### config.mk
export PLATFORM = sky130hd
export DESIGN_NAME = url_percent_decoder
export DESIGN_NICKNAME = d
export VERILOG_FILES = /design/src/upd_pkg.sv /design/src/url_percent_decoder.sv /design/src/upd_queue.sv /design/src/upd_front.sv /design/src/upd_back.sv
export SDC_FILE = /design/constraint.sdc
export NUM_CORES = 1
export LEC_CHECK = 0
export BUFFER_PORTS_ARGS = -buffer_cell sky130_fd_sc_hd__buf_4
export CORE_MARGIN = 3
export CORE_UTILIZATION = 68
export DETAILED_ROUTE_END_ITERATION = 8
export GPL_TIMING_DRIVEN = 0
export PLACE_DENSITY = 0.86
export RECOVER_POWER = 50
export SLEW_MARGIN = 20
export SYNTH_ARGS = -nofsm -noshare
export SYNTH_HDL_FRONTEND = slang
export SYNTH_SLANG_ARGS = --single-unit
### constraint.sdc
create_clock -name clock -period 13.77 [get_ports clock]
set_clock_uncertainty 0.1 [all_clocks]
set_input_delay 0 -clock clock [delete_from_list [all_inputs] [get_ports clock]]
set_output_delay 0 -clock clock [all_outputs]
set_load 0.02 [all_outputs]
### src/upd_pkg.sv
// Shared types, character codes and helper functions of the URL percent decoder.
package upd_pkg;

   localparam logic [7:0] CHAR_PCT  = 8'h25;
   localparam logic [7:0] CHAR_0    = 8'h30;
   localparam logic [7:0] CHAR_9    = 8'h39;
   localparam logic [7:0] CHAR_A    = 8'h41;
   localparam logic [7:0] CHAR_F    = 8'h46;
   localparam logic [7:0] CHAR_CR   = 8'h0D;
   localparam logic [7:0] CHAR_LF   = 8'h0A;
   localparam logic [7:0] DIGIT_BASE  = 8'd48;
   localparam logic [7:0] LETTER_BASE = 8'd65;
   localparam logic [7:0] LETTER_OFS  = 8'd10;

   localparam int          BUNDLE_CHARS = 4;
   localparam int          IDX_W        = $clog2(BUNDLE_CHARS);
   localparam int          CNT_W        = IDX_W + 1;
   localparam logic [CNT_W-1:0] MAX_EMIT = CNT_W'(BUNDLE_CHARS);

   typedef enum logic [5:0] {
      PH_IDLE    = 6'b000001,
      PH_PCT     = 6'b000010,
      PH_HEX1    = 6'b000100,
      PH_CR      = 6'b001000,
      PH_CR_PCT  = 6'b010000,
      PH_CR_PCT0 = 6'b100000
   } phase_type;

   // All decoded bytes produced by one input byte, oldest in slot 0.
   typedef struct packed {
      logic [BUNDLE_CHARS-1:0][7:0] chars;
      logic [CNT_W-1:0]             cnt;
      logic                         last;
   } bundle_type;

   typedef struct packed {
      logic [7:0] char_val;
      logic       last;
   } result_type;

   function automatic logic is_hex(logic [7:0] c);
      return c inside {[CHAR_0:CHAR_9], [CHAR_A:CHAR_F]};
   endfunction

   function automatic logic [3:0] hex_val(logic [7:0] c);
      logic [7:0] v;
      if (c > CHAR_9) begin
         v = c - LETTER_BASE + LETTER_OFS;
      end else begin
         v = c - DIGIT_BASE;
      end
      return v[3:0];
   endfunction

   function automatic logic [7:0] nibble_char(logic [3:0] n);
      logic [7:0] r;
      if (n < 4'd10) begin
         r = DIGIT_BASE + {4'd0, n};
      end else begin
         r = LETTER_BASE + {4'd0, n} - LETTER_OFS;
      end
      return r;
   endfunction

   // Add one byte at the tail of a bundle; bytes beyond the capacity drop.
   function automatic bundle_type append(bundle_type b, logic [7:0] ch);
      bundle_type r;
      r = b;
      if (r.cnt < MAX_EMIT) begin
         r.chars[r.cnt[IDX_W-1:0]] = ch;
         r.cnt = r.cnt + CNT_W'(1);
      end
      return r;
   endfunction

endpackage

### src/url_percent_decoder.sv
// Top level of the streaming URL percent decoder.
//
// Input channel: one raw byte per transfer on req_char, req_last marks the
// final byte of a string; a transfer happens when req_push is high and
// req_full is low. Result channel: rsp_char/rsp_last show the oldest decoded
// byte while rsp_empty is low; rsp_pop takes it. rsp_last is set on the final
// decoded byte of a string.
// The front end scans each byte in the cycle it arrives and writes the 1 to 4
// bytes it yields, if any, as one bundle into a two-entry queue; the back end
// drains a bundle one byte per cycle, while the result queue can take it, into
// a two-entry result queue. A decoded byte is registered in the bundle queue,
// then in the result queue. Throughput: one input byte per cycle while each
// byte yields at most one result; a bundle holds the back end until all its
// bytes are drained, so a flush of a held escape or CR can stall the input.
// Reset: both queues empty, no escape or CR held.
// When the receiver stops popping, the result queue and then the bundle
// queue fill, and req_full rises; nothing is lost.
module url_percent_decoder (
   input  logic       clock,
   input  logic       reset,
   input  logic       req_push,
   output logic       req_full,
   input  logic [7:0] req_char,
   input  logic       req_last,
   input  logic       rsp_pop,
   output logic       rsp_empty,
   output logic [7:0] rsp_char,
   output logic       rsp_last
);
   import upd_pkg::*;

   localparam int BNDL_W = $bits(bundle_type);
   localparam int RES_W  = $bits(result_type);

   logic       in_accept;
   logic       bndl_push, bndl_pop, bndl_full, bndl_empty;
   bundle_type bndl_wr, bndl_rd;
   logic       res_push, res_full, res_ready;
   result_type res_wr, res_rd;

   // Take a byte whenever the bundle queue has room.
   assign req_full  = bndl_full;
   assign in_accept = req_push && !bndl_full;

   upd_front u_front (
      .clock     (clock),
      .reset     (reset),
      .accept    (in_accept),
      .in_char   (req_char),
      .in_last   (req_last),
      .bndl_push (bndl_push),
      .bndl      (bndl_wr)
   );

   upd_queue #(.WIDTH(BNDL_W)) u_bndl_q (
      .clock     (clock),
      .reset     (reset),
      .push      (bndl_push),
      .push_data (bndl_wr),
      .full      (bndl_full),
      .pop       (bndl_pop),
      .pop_data  (bndl_rd),
      .empty     (bndl_empty)
   );

   // Advance the back end when the result queue has room or is being popped.
   assign res_ready = !res_full || rsp_pop;

   upd_back u_back (
      .clock      (clock),
      .reset      (reset),
      .bndl_empty (bndl_empty),
      .bndl       (bndl_rd),
      .bndl_pop   (bndl_pop),
      .out_ready  (res_ready),
      .out_push   (res_push),
      .out_item   (res_wr)
   );

   upd_queue #(.WIDTH(RES_W)) u_res_q (
      .clock     (clock),
      .reset     (reset),
      .push      (res_push),
      .push_data (res_wr),
      .full      (res_full),
      .pop       (rsp_pop),
      .pop_data  (res_rd),
      .empty     (rsp_empty)
   );

   assign rsp_char = res_rd.char_val;
   assign rsp_last = res_rd.last;

`ifndef SYNTHESIS
   // The last byte of a string always yields a bundle carrying the end mark.
   a_last_yields_bundle : assert property (@(posedge clock) disable iff (reset)
      in_accept && req_last |-> bndl_push && bndl_wr.last)
      else $error("last input byte produced no final bundle");

   // The front end never writes into a full bundle queue.
   a_no_bundle_overflow : assert property (@(posedge clock) disable iff (reset)
      bndl_push |-> !bndl_full)
      else $error("bundle queue overflow");

   // After reset nothing is waiting on either side.
   a_reset_clear : assert property (@(posedge clock)
      reset |=> rsp_empty && !req_full)
      else $error("queues not cleared by reset");
`endif

endmodule

### src/upd_queue.sv
// Two-entry register queue that takes a push into a full queue when it is popped in the same cycle.
module upd_queue #(
   parameter int WIDTH = 8
) (
   input  logic             clock,
   input  logic             reset,
   input  logic             push,
   input  logic [WIDTH-1:0] push_data,
   output logic             full,
   input  logic             pop,
   output logic [WIDTH-1:0] pop_data,
   output logic             empty
);
   logic [1:0][WIDTH-1:0] mem_ff;
   logic                  wr_ptr_ff, wr_ptr_in;
   logic                  rd_ptr_ff, rd_ptr_in;
   logic [1:0]            count_ff, count_in;
   logic                  do_push, do_pop;

   assign empty    = (count_ff == 2'd0);
   assign full     = (count_ff == 2'd2);
   assign pop_data = mem_ff[rd_ptr_ff];
   assign do_pop   = pop && !empty;
   assign do_push  = push && (!full || do_pop);

   always_comb begin
      wr_ptr_in = wr_ptr_ff ^ do_push;
      rd_ptr_in = rd_ptr_ff ^ do_pop;
      count_in  = count_ff + {1'b0, do_push} - {1'b0, do_pop};
   end

   always_ff @(posedge clock) begin
      if (reset) begin
         wr_ptr_ff <= 1'b0;
         rd_ptr_ff <= 1'b0;
         count_ff  <= 2'd0;
      end else begin
         wr_ptr_ff <= wr_ptr_in;
         rd_ptr_ff <= rd_ptr_in;
         count_ff  <= count_in;
      end
   end

   always_ff @(posedge clock) begin
      if (do_push) begin
         mem_ff[wr_ptr_ff] <= push_data;
      end
   end

endmodule

### src/upd_front.sv
// Front end: scans each accepted byte and forms the bundle of decoded bytes.
module upd_front (
   input  logic                  clock,
   input  logic                  reset,
   input  logic                  accept,
   input  logic [7:0]            in_char,
   input  logic                  in_last,
   output logic                  bndl_push,
   output upd_pkg::bundle_type   bndl
);
   import upd_pkg::*;

   phase_type  phase_ff, phase_in;
   logic [3:0] hn_ff, hn_in;

   always_comb begin
      bundle_type b;
      logic       run_pct, run_hex1, run_idle;
      logic [3:0] work_hn;
      logic [7:0] dec;

      b        = '0;
      phase_in = phase_ff;
      hn_in    = hn_ff;
      run_pct  = 1'b0;
      run_hex1 = 1'b0;
      run_idle = 1'b0;
      work_hn  = hn_ff;
      dec      = {hn_ff, hex_val(in_char)};

      // Resolve a held escape or CR first; a held CR may hand the byte on to escape scanning.
      case (phase_ff)
         PH_PCT: begin
            run_pct = 1'b1;
         end
         PH_HEX1: begin
            run_hex1 = 1'b1;
         end
         PH_CR: begin
            if (in_char == CHAR_PCT) begin
               phase_in = PH_CR_PCT;
            end else begin
               b        = append(b, CHAR_CR);
               run_idle = 1'b1;
            end
         end
         PH_CR_PCT: begin
            if (in_char == CHAR_0) begin
               phase_in = PH_CR_PCT0;
            end else begin
               b       = append(b, CHAR_CR);
               run_pct = 1'b1;
            end
         end
         PH_CR_PCT0: begin
            if (in_char == CHAR_A) begin
               b        = append(b, CHAR_LF);
               phase_in = PH_IDLE;
            end else begin
               b        = append(b, CHAR_CR);
               run_hex1 = 1'b1;
               work_hn  = 4'd0;
               hn_in    = 4'd0;
            end
         end
         default: begin
            run_idle = 1'b1;
         end
      endcase

      if (run_pct) begin
         if (is_hex(in_char)) begin
            hn_in    = hex_val(in_char);
            phase_in = PH_HEX1;
         end else begin
            b        = append(b, CHAR_PCT);
            run_idle = 1'b1;
         end
      end

      if (run_hex1) begin
         dec = {work_hn, hex_val(in_char)};
         if (is_hex(in_char)) begin
            if (dec == CHAR_CR) begin
               phase_in = PH_CR;
            end else begin
               b        = append(b, dec);
               phase_in = PH_IDLE;
            end
         end else begin
            b        = append(b, CHAR_PCT);
            b        = append(b, nibble_char(work_hn));
            run_idle = 1'b1;
         end
      end

      if (run_idle) begin
         if (in_char == CHAR_PCT) begin
            phase_in = PH_PCT;
         end else begin
            b        = append(b, in_char);
            phase_in = PH_IDLE;
         end
      end

      // End of string: release whatever is held, literally.
      if (in_last) begin
         case (phase_in)
            PH_PCT: begin
               b = append(b, CHAR_PCT);
            end
            PH_HEX1: begin
               b = append(b, CHAR_PCT);
               b = append(b, nibble_char(hn_in));
            end
            PH_CR: begin
               b = append(b, CHAR_CR);
            end
            PH_CR_PCT: begin
               b = append(b, CHAR_CR);
               b = append(b, CHAR_PCT);
            end
            PH_CR_PCT0: begin
               b = append(b, CHAR_CR);
               b = append(b, CHAR_PCT);
               b = append(b, CHAR_0);
            end
            default: begin
            end
         endcase
         phase_in = PH_IDLE;
      end

      b.last    = in_last;
      bndl      = b;
      bndl_push = accept && (b.cnt != '0);
   end

   always_ff @(posedge clock) begin
      if (reset) begin
         phase_ff <= PH_IDLE;
         hn_ff    <= 4'd0;
      end else if (accept) begin
         phase_ff <= phase_in;
         hn_ff    <= hn_in;
      end
   end

endmodule

### src/upd_back.sv
// Back end: drains queued bundles one decoded byte per cycle while the result queue can take it.
module upd_back (
   input  logic                  clock,
   input  logic                  reset,
   input  logic                  bndl_empty,
   input  upd_pkg::bundle_type   bndl,
   output logic                  bndl_pop,
   input  logic                  out_ready,
   output logic                  out_push,
   output upd_pkg::result_type   out_item
);
   import upd_pkg::*;

   logic [IDX_W-1:0] idx_ff, idx_in;
   logic             at_end;

   assign at_end   = ({1'b0, idx_ff} + CNT_W'(1)) == bndl.cnt;
   assign out_push = !bndl_empty && out_ready;
   assign bndl_pop = out_push && at_end;

   always_comb begin
      out_item.char_val = bndl.chars[idx_ff];
      out_item.last     = bndl.last && at_end;
      idx_in            = idx_ff;
      if (bndl_pop) begin
         idx_in = '0;
      end else if (out_push) begin
         idx_in = idx_ff + IDX_W'(1);
      end
   end

   always_ff @(posedge clock) begin
      if (reset) begin
         idx_ff <= '0;
      end else begin
         idx_ff <= idx_in;
      end
   end

endmodule
# --- Word-level counts from Yosys, hierarchy flattened ---
# Index checks and enable logic that the tools add are counted.
totals:
  word_cells: 257
  input_bits: 13
  out_inout_bits: 11
  ff_bits: 110
classes:
  n_lt_le_gt_ge: 41
  mux: 102
  eq_ne: 17
  n_addsub: 24
  n_reduce_logical: 35
  bitwise: 25
op_table:
  columns: ["cell", "count"]
  rows:
  - ["35-bit two-way mux", 21]
  - ["36-bit two-way mux", 11]
  - ["36-bit one-hot mux with 5 select lines", 1]
  - ["8-bit demux with 2-bit select", 9]
  - ["8-bit two-way mux", 18]
  - ["32-bit bitwise mux", 4]
  - ["20-bit AND", 6]
  - ["20-bit inverter", 6]
  - ["36-bit one-hot mux with 3 select lines", 1]
  - ["72-bit bitwise mux", 1]
  - ["12-bit bitwise OR", 6]
  - ["6-bit two-way mux", 9]
  - ["36-bit demux with 1-bit select", 1]
  - ["2-bit by 3-bit < comparator with 1-bit output, second input constant", 10]
  - ["4-bit two-way mux", 7]
  - ["3-bit by 1-bit adder with 3-bit output, second input constant", 9]
  - ["3-bit < comparator, second input constant", 9]
  - ["9-bit two-way mux", 3]
  - ["24-bit AND", 1]
  - ["24-bit inverter", 1]
  - ["1-bit logical AND", 22]
  - ["18-bit bitwise mux", 1]
  - ["2-bit by 1-bit >= comparator with 1-bit output, second input constant", 9]
  - ["6-bit one-hot mux with 3 select lines", 1]
  - ["42 further kinds", 77]

# --- Longest topological paths before layout ---
logic_depth:
  ltp_word: 69
  mapped_depth: 36
  depth_no_buf: 33

# --- Hierarchy ---
# A second synthesis with hierarchy kept.
unflattened:
  cells_unflattened: 817
  hier_area_um2: 8106.5
modules_own_cells:
  columns: ["mod", "seq_area_each_um2", "area_each_um2", "cells_per_inst", "n_inst"]
  rows:
  - ["upd_front", 200.2, 4036.4, 602, 1]
  - ["upd_queue at u_bndl_q", 2242.2, 2835.2, 135, 1]
  - ["upd_queue at u_res_q", 620.6, 877.1, 51, 1]
  - ["upd_back", 40.0, 337.8, 27, 1]
  - ["url_percent_decoder", 0.0, 20.0, 2, 1]

# --- Worst setup path before layout ---
# No wires, ideal clock.
synth_path:
  path_type: "input to register"
  start: "input port req_char[3]"
  end: "register u_bndl_q.mem_ff[36] (netlist bit), enable pin"
  required_ns: 13.273
  path_slack_ns: 6.633
  arrival_time_ns: 6.640
  path_buffers: 2
  setup_ns: 0.397
  stages: 27
  cell_sequence: "buf_6 -> or4b_4 -> a2111o_1 -> nand2_2 -> inv_2 -> ha_1 -> a21oi_1 -> nor3_2 -> inv_1 -> ha_1 -> clkbuf_1 -> or3_1 -> o21ai_0 -> o21ai_0 -> o21ai_0 -> inv_1 -> ha_1 -> mux2i_1 -> ha_1 -> nor2b_1 -> nor2_1 -> ha_1 -> nor4_1 -> a211oi_1 -> a22oi_1 -> o31a_1 -> ha_1"
synth_rtl:
  columns: ["element", "line", "rtl"]
  rows:
  - ["start: declaration", "url_percent_decoder.sv:23", "input logic [7:0] req_char,"]
  - ["end signal: indexed assignment", "upd_queue.sv:46", "mem_ff[wr_ptr_ff] <= push_data;"]
  - ["end: declaration", "upd_queue.sv:14", "logic [1:0][WIDTH-1:0] mem_ff;"]

==> flow_summary.json <==
{
  "holdPathEnd": "u_front.hn_ff[3]",
  "die_height_um": 111,
  "cts_setup_buffers": 0,
  "grt_pass1_vias": 6357,
  "maxCapViolCount": 0,
  "tightest_slew_ns": 1.20,
  "worstSetupPathType": "input pin to flip-flop",
  "gp_congestion": 1.14,
  "setup_slack_ns": 4.41,
  "cts_inserted_buffers": 9,
  "drt_iter0_drc": 1290,
  "diodes": 0,
  "vias": 6657,
  "synth_area_leaders": "edfxtp_1 36%, ha_1 6.4%, dfxtp_1 5.4%",
  "dieArea_sq_um": 12200,
  "crit_path_max_fanout": 32,
  "reg2reg_from": "u_front.phase_ff[5]",
  "hold_path_class": "input pin to flip-flop",
  "final_nets": 828,
  "clkSinkCount": 110,
  "drt-vias-per-instance": 7.25,
  "final_common_cell": "edfxtp_1",
  "die_w_um": 111,
  "power_density_nw_per_um2": 122,
  "rrSetupSlack_ns": 4.89,
  "avgSynthCellArea_sq_um": 10.0,
  "clockRootBuffer": "clkbuf_8",
  "grt_pass1_wl_um": 34700,
  "met3_length_um": 2430,
  "status": "finished with violations",
  "ios": 24,
  "clk_latency_ns": 0.37,
  "nFillCells": 717,
  "wl_met1_um": 8120,
  "tns_ns": 0,
  "syn_inst": 740,
  "grt_max_degree": 34,
  "r2r_end": "u_bndl_q.mem_ff[31]",
  "slew_violations": 0,
  "final_cell_mix": "90 x edfxtp_1, 67 x nor2_1, 60 x nand2_1",
  "routedWlPerCell_um": 24.1,
  "yosysTopAreaCellShare": 0.364,
  "regArea_sq_um": 3100,
  "fp-row-count": 37,
  "fin_crit_sh": 0.679,
  "antenna_found_initial": 0,
  "cts_tree": "done",
  "clk_pin_slew_worst_paths_ns": 0.10,
  "cts.path.max_buffers": 2,
  "htreeDepth": 3,
  "crit_arrival_ns": 9.32,
  "syn_nets": 791,
  "multi_input_area_sq_um": 3970,
  "hold_viol": 0,
  "dp_slack_ns": 5.31,
  "start_kind": "input pin",
  "slowest_stage": "nor4_1",
  "overflow": 0,
  "ys_ff_latch": 110,
  "async_flop_share": 0,
  "drive_above_1_share": 0.102,
  "min_from": "req_push",
  "core-area_sq_um": 10500,
  "setup_viol": 0,
  "crit_top_cell": "clkbuf_1",
  "yosysTopAreaCell": "edfxtp_1",
  "rr_worst_depth": 28,
  "ys_seq_area_frac": 0.417,
  "synth_area_sq_um": 7430,
  "maxUsedRoutingLayer": "met4",
  "violations": "DRC",
  "grt_use_total": 0.359,
  "holdPathStages": 4,
  "drcViolationCount": 24,
  "synth_edf_count": 90,
  "crit_required_ns": 13.74,
  "rsz0062_at_grt": "no",
  "ant_nets": 0,
  "areaGrowthSynthToFinish_pct": 6.65,
  "met2WireLength_um": 10200,
  "min_period_ns": 9.36,
  "dp_hpwl_um": 16900,
  "routed_wl_um": 22200,
  "fmax_mhz": 107,
  "port-buffer-count": 19,
  "synthFlopType": "edfxtp_1",
  "yosysUniqueCellTypes": 82,
  "max_stage_delay_ns": 0.92,
  "drt-pass1-iter-count": 9,
  "synth_warnings": 0,
  "slew_headroom": 0.191,
  "power.leakage_nw": 2.86,
  "start_util": 0.710,
  "ir_drop_v": 0.000142,
  "worstSetupEndpointType": "flip-flop"
}
[through the flow]
stage | std cells | instance area [sq um] | total power, mW | util | hold WS, ns
floorplan | 740 | 7430 | 0.699 | - | -0.00113
global placement | 895 | 7750 | 0.771 | 0.740 | 0.0955
detailed placement | 897 | 7790 | 0.812 | 0.745 | 0.0983
CTS | 918 | 8010 | 0.987 | 0.766 | 0.0321
global route | 918 | 7930 | 1.02 | 0.758 | 0.0635
finish | 918 | 7930 | 0.970 | 0.758 | 0.0660
[repair_timing]
action                                 4_1_cts  5_1_grt
endpoints found under the hold margin       23        0
resized for setup                            0        0
hold buffers                                 5        0
[cells by family after synthesis]
group,after synthesis,share of synthesized area
buffers and inverters,83,0.0465
XOR/XNOR,17,0.0200
adder cells (fa/ha/maj),38,0.0640
AO/OA/AOI/OAI,216,0.205
flip-flops,110,0.417
AND/OR/NAND/NOR,228,0.152
multiplexers,48,0.0951
[flip-flops by register name, summed over array words and instances, names as in the netlist]
signal and flops:
u_res_q.wr_ptr_ff 1, u_res_q.rd_ptr_ff 1, u_bndl_q.mem_ff 72, u_back.idx_ff 2, u_res_q.mem_ff 18, u_bndl_q.wr_ptr_ff 1
u_res_q.count_ff 2, u_front.hn_ff 4, u_bndl_q.count_ff 2, u_front.phase_ff 6, u_bndl_q.rd_ptr_ff 1
[power breakdown]
| group | switching [mW] | leakage, nW | internal, mW |
|---|---|---|---|
| logic | 0.199 | 1.75 | 0.131 |
| registers | 0.0223 | 1.01 | 0.440 |
| clock network | 0.109 | 0.0947 | 0.0681 |
| total | 0.331 | 2.86 | 0.639 |
[routing by layer]
layer  vias to the layer above  GRT usage
li1                       2878          -
met1                      3094      0.472
met2                       559      0.571
met3                       126     0.0586
met4                         0      0.196
met5                         -          0
[worst max-delay path: cells and delay by family]
family          cells  cell delay, ns
simple gates        5            2.67
buf+inv            10            2.68
compound gates      9            2.52
xor+xnor            1            0.19
fa+ha+maj           5            1.24
[worst max path at each step]
stage                           start                   to  slack, ns  cells after the start
final                     req_char[3]  u_bndl_q.mem_ff[31]       4.41                     30
after floorplan           req_char[3]  u_bndl_q.mem_ff[36]       6.63                     27
after global placement    req_char[0]  u_bndl_q.mem_ff[17]       4.75                     30
after global routing      req_char[3]  u_bndl_q.mem_ff[31]       3.75                     30
after detailed placement  req_char[0]  u_bndl_q.mem_ff[33]       5.31                     31
after CTS                 req_char[3]  u_bndl_q.mem_ff[21]       5.39                     29
[cells in the mapped netlist, types with 7 or more instances]
cell type / n
mux4_2: 16
xnor2_1: 10
xor2_1: 7
dfxtp_1: 20
buf_2: 7
a21oi_1: 46
a22oi_1: 14
mux2i_1: 11
ha_1: 38
o22ai_1: 12
a221oi_1: 7
nor2_1: 67
nand3_1: 22
nor3_1: 7
mux2_2: 21
o21ai_0: 45
and3_1: 7
edfxtp_1: 90
a21o_1: 9
inv_1: 35
nor2b_1: 16
nand2_1: 60
o211ai_1: 11
and2_1: 10
clkbuf_1: 28
[layout make-up]
cell class | count | area share
multi-input cells | 547 | 0.501
flip-flops and latches | 110 | 0.391
plain buffers | 47 | 0.0240
repair buffers | 26 | 0.0237
well taps | 136 | 0.0215
inverters | 36 | 0.0170
clock buffers | 10 | 0.0161
clock inverters | 6 | 0.00568
Power figures use the tool's default switching activity.
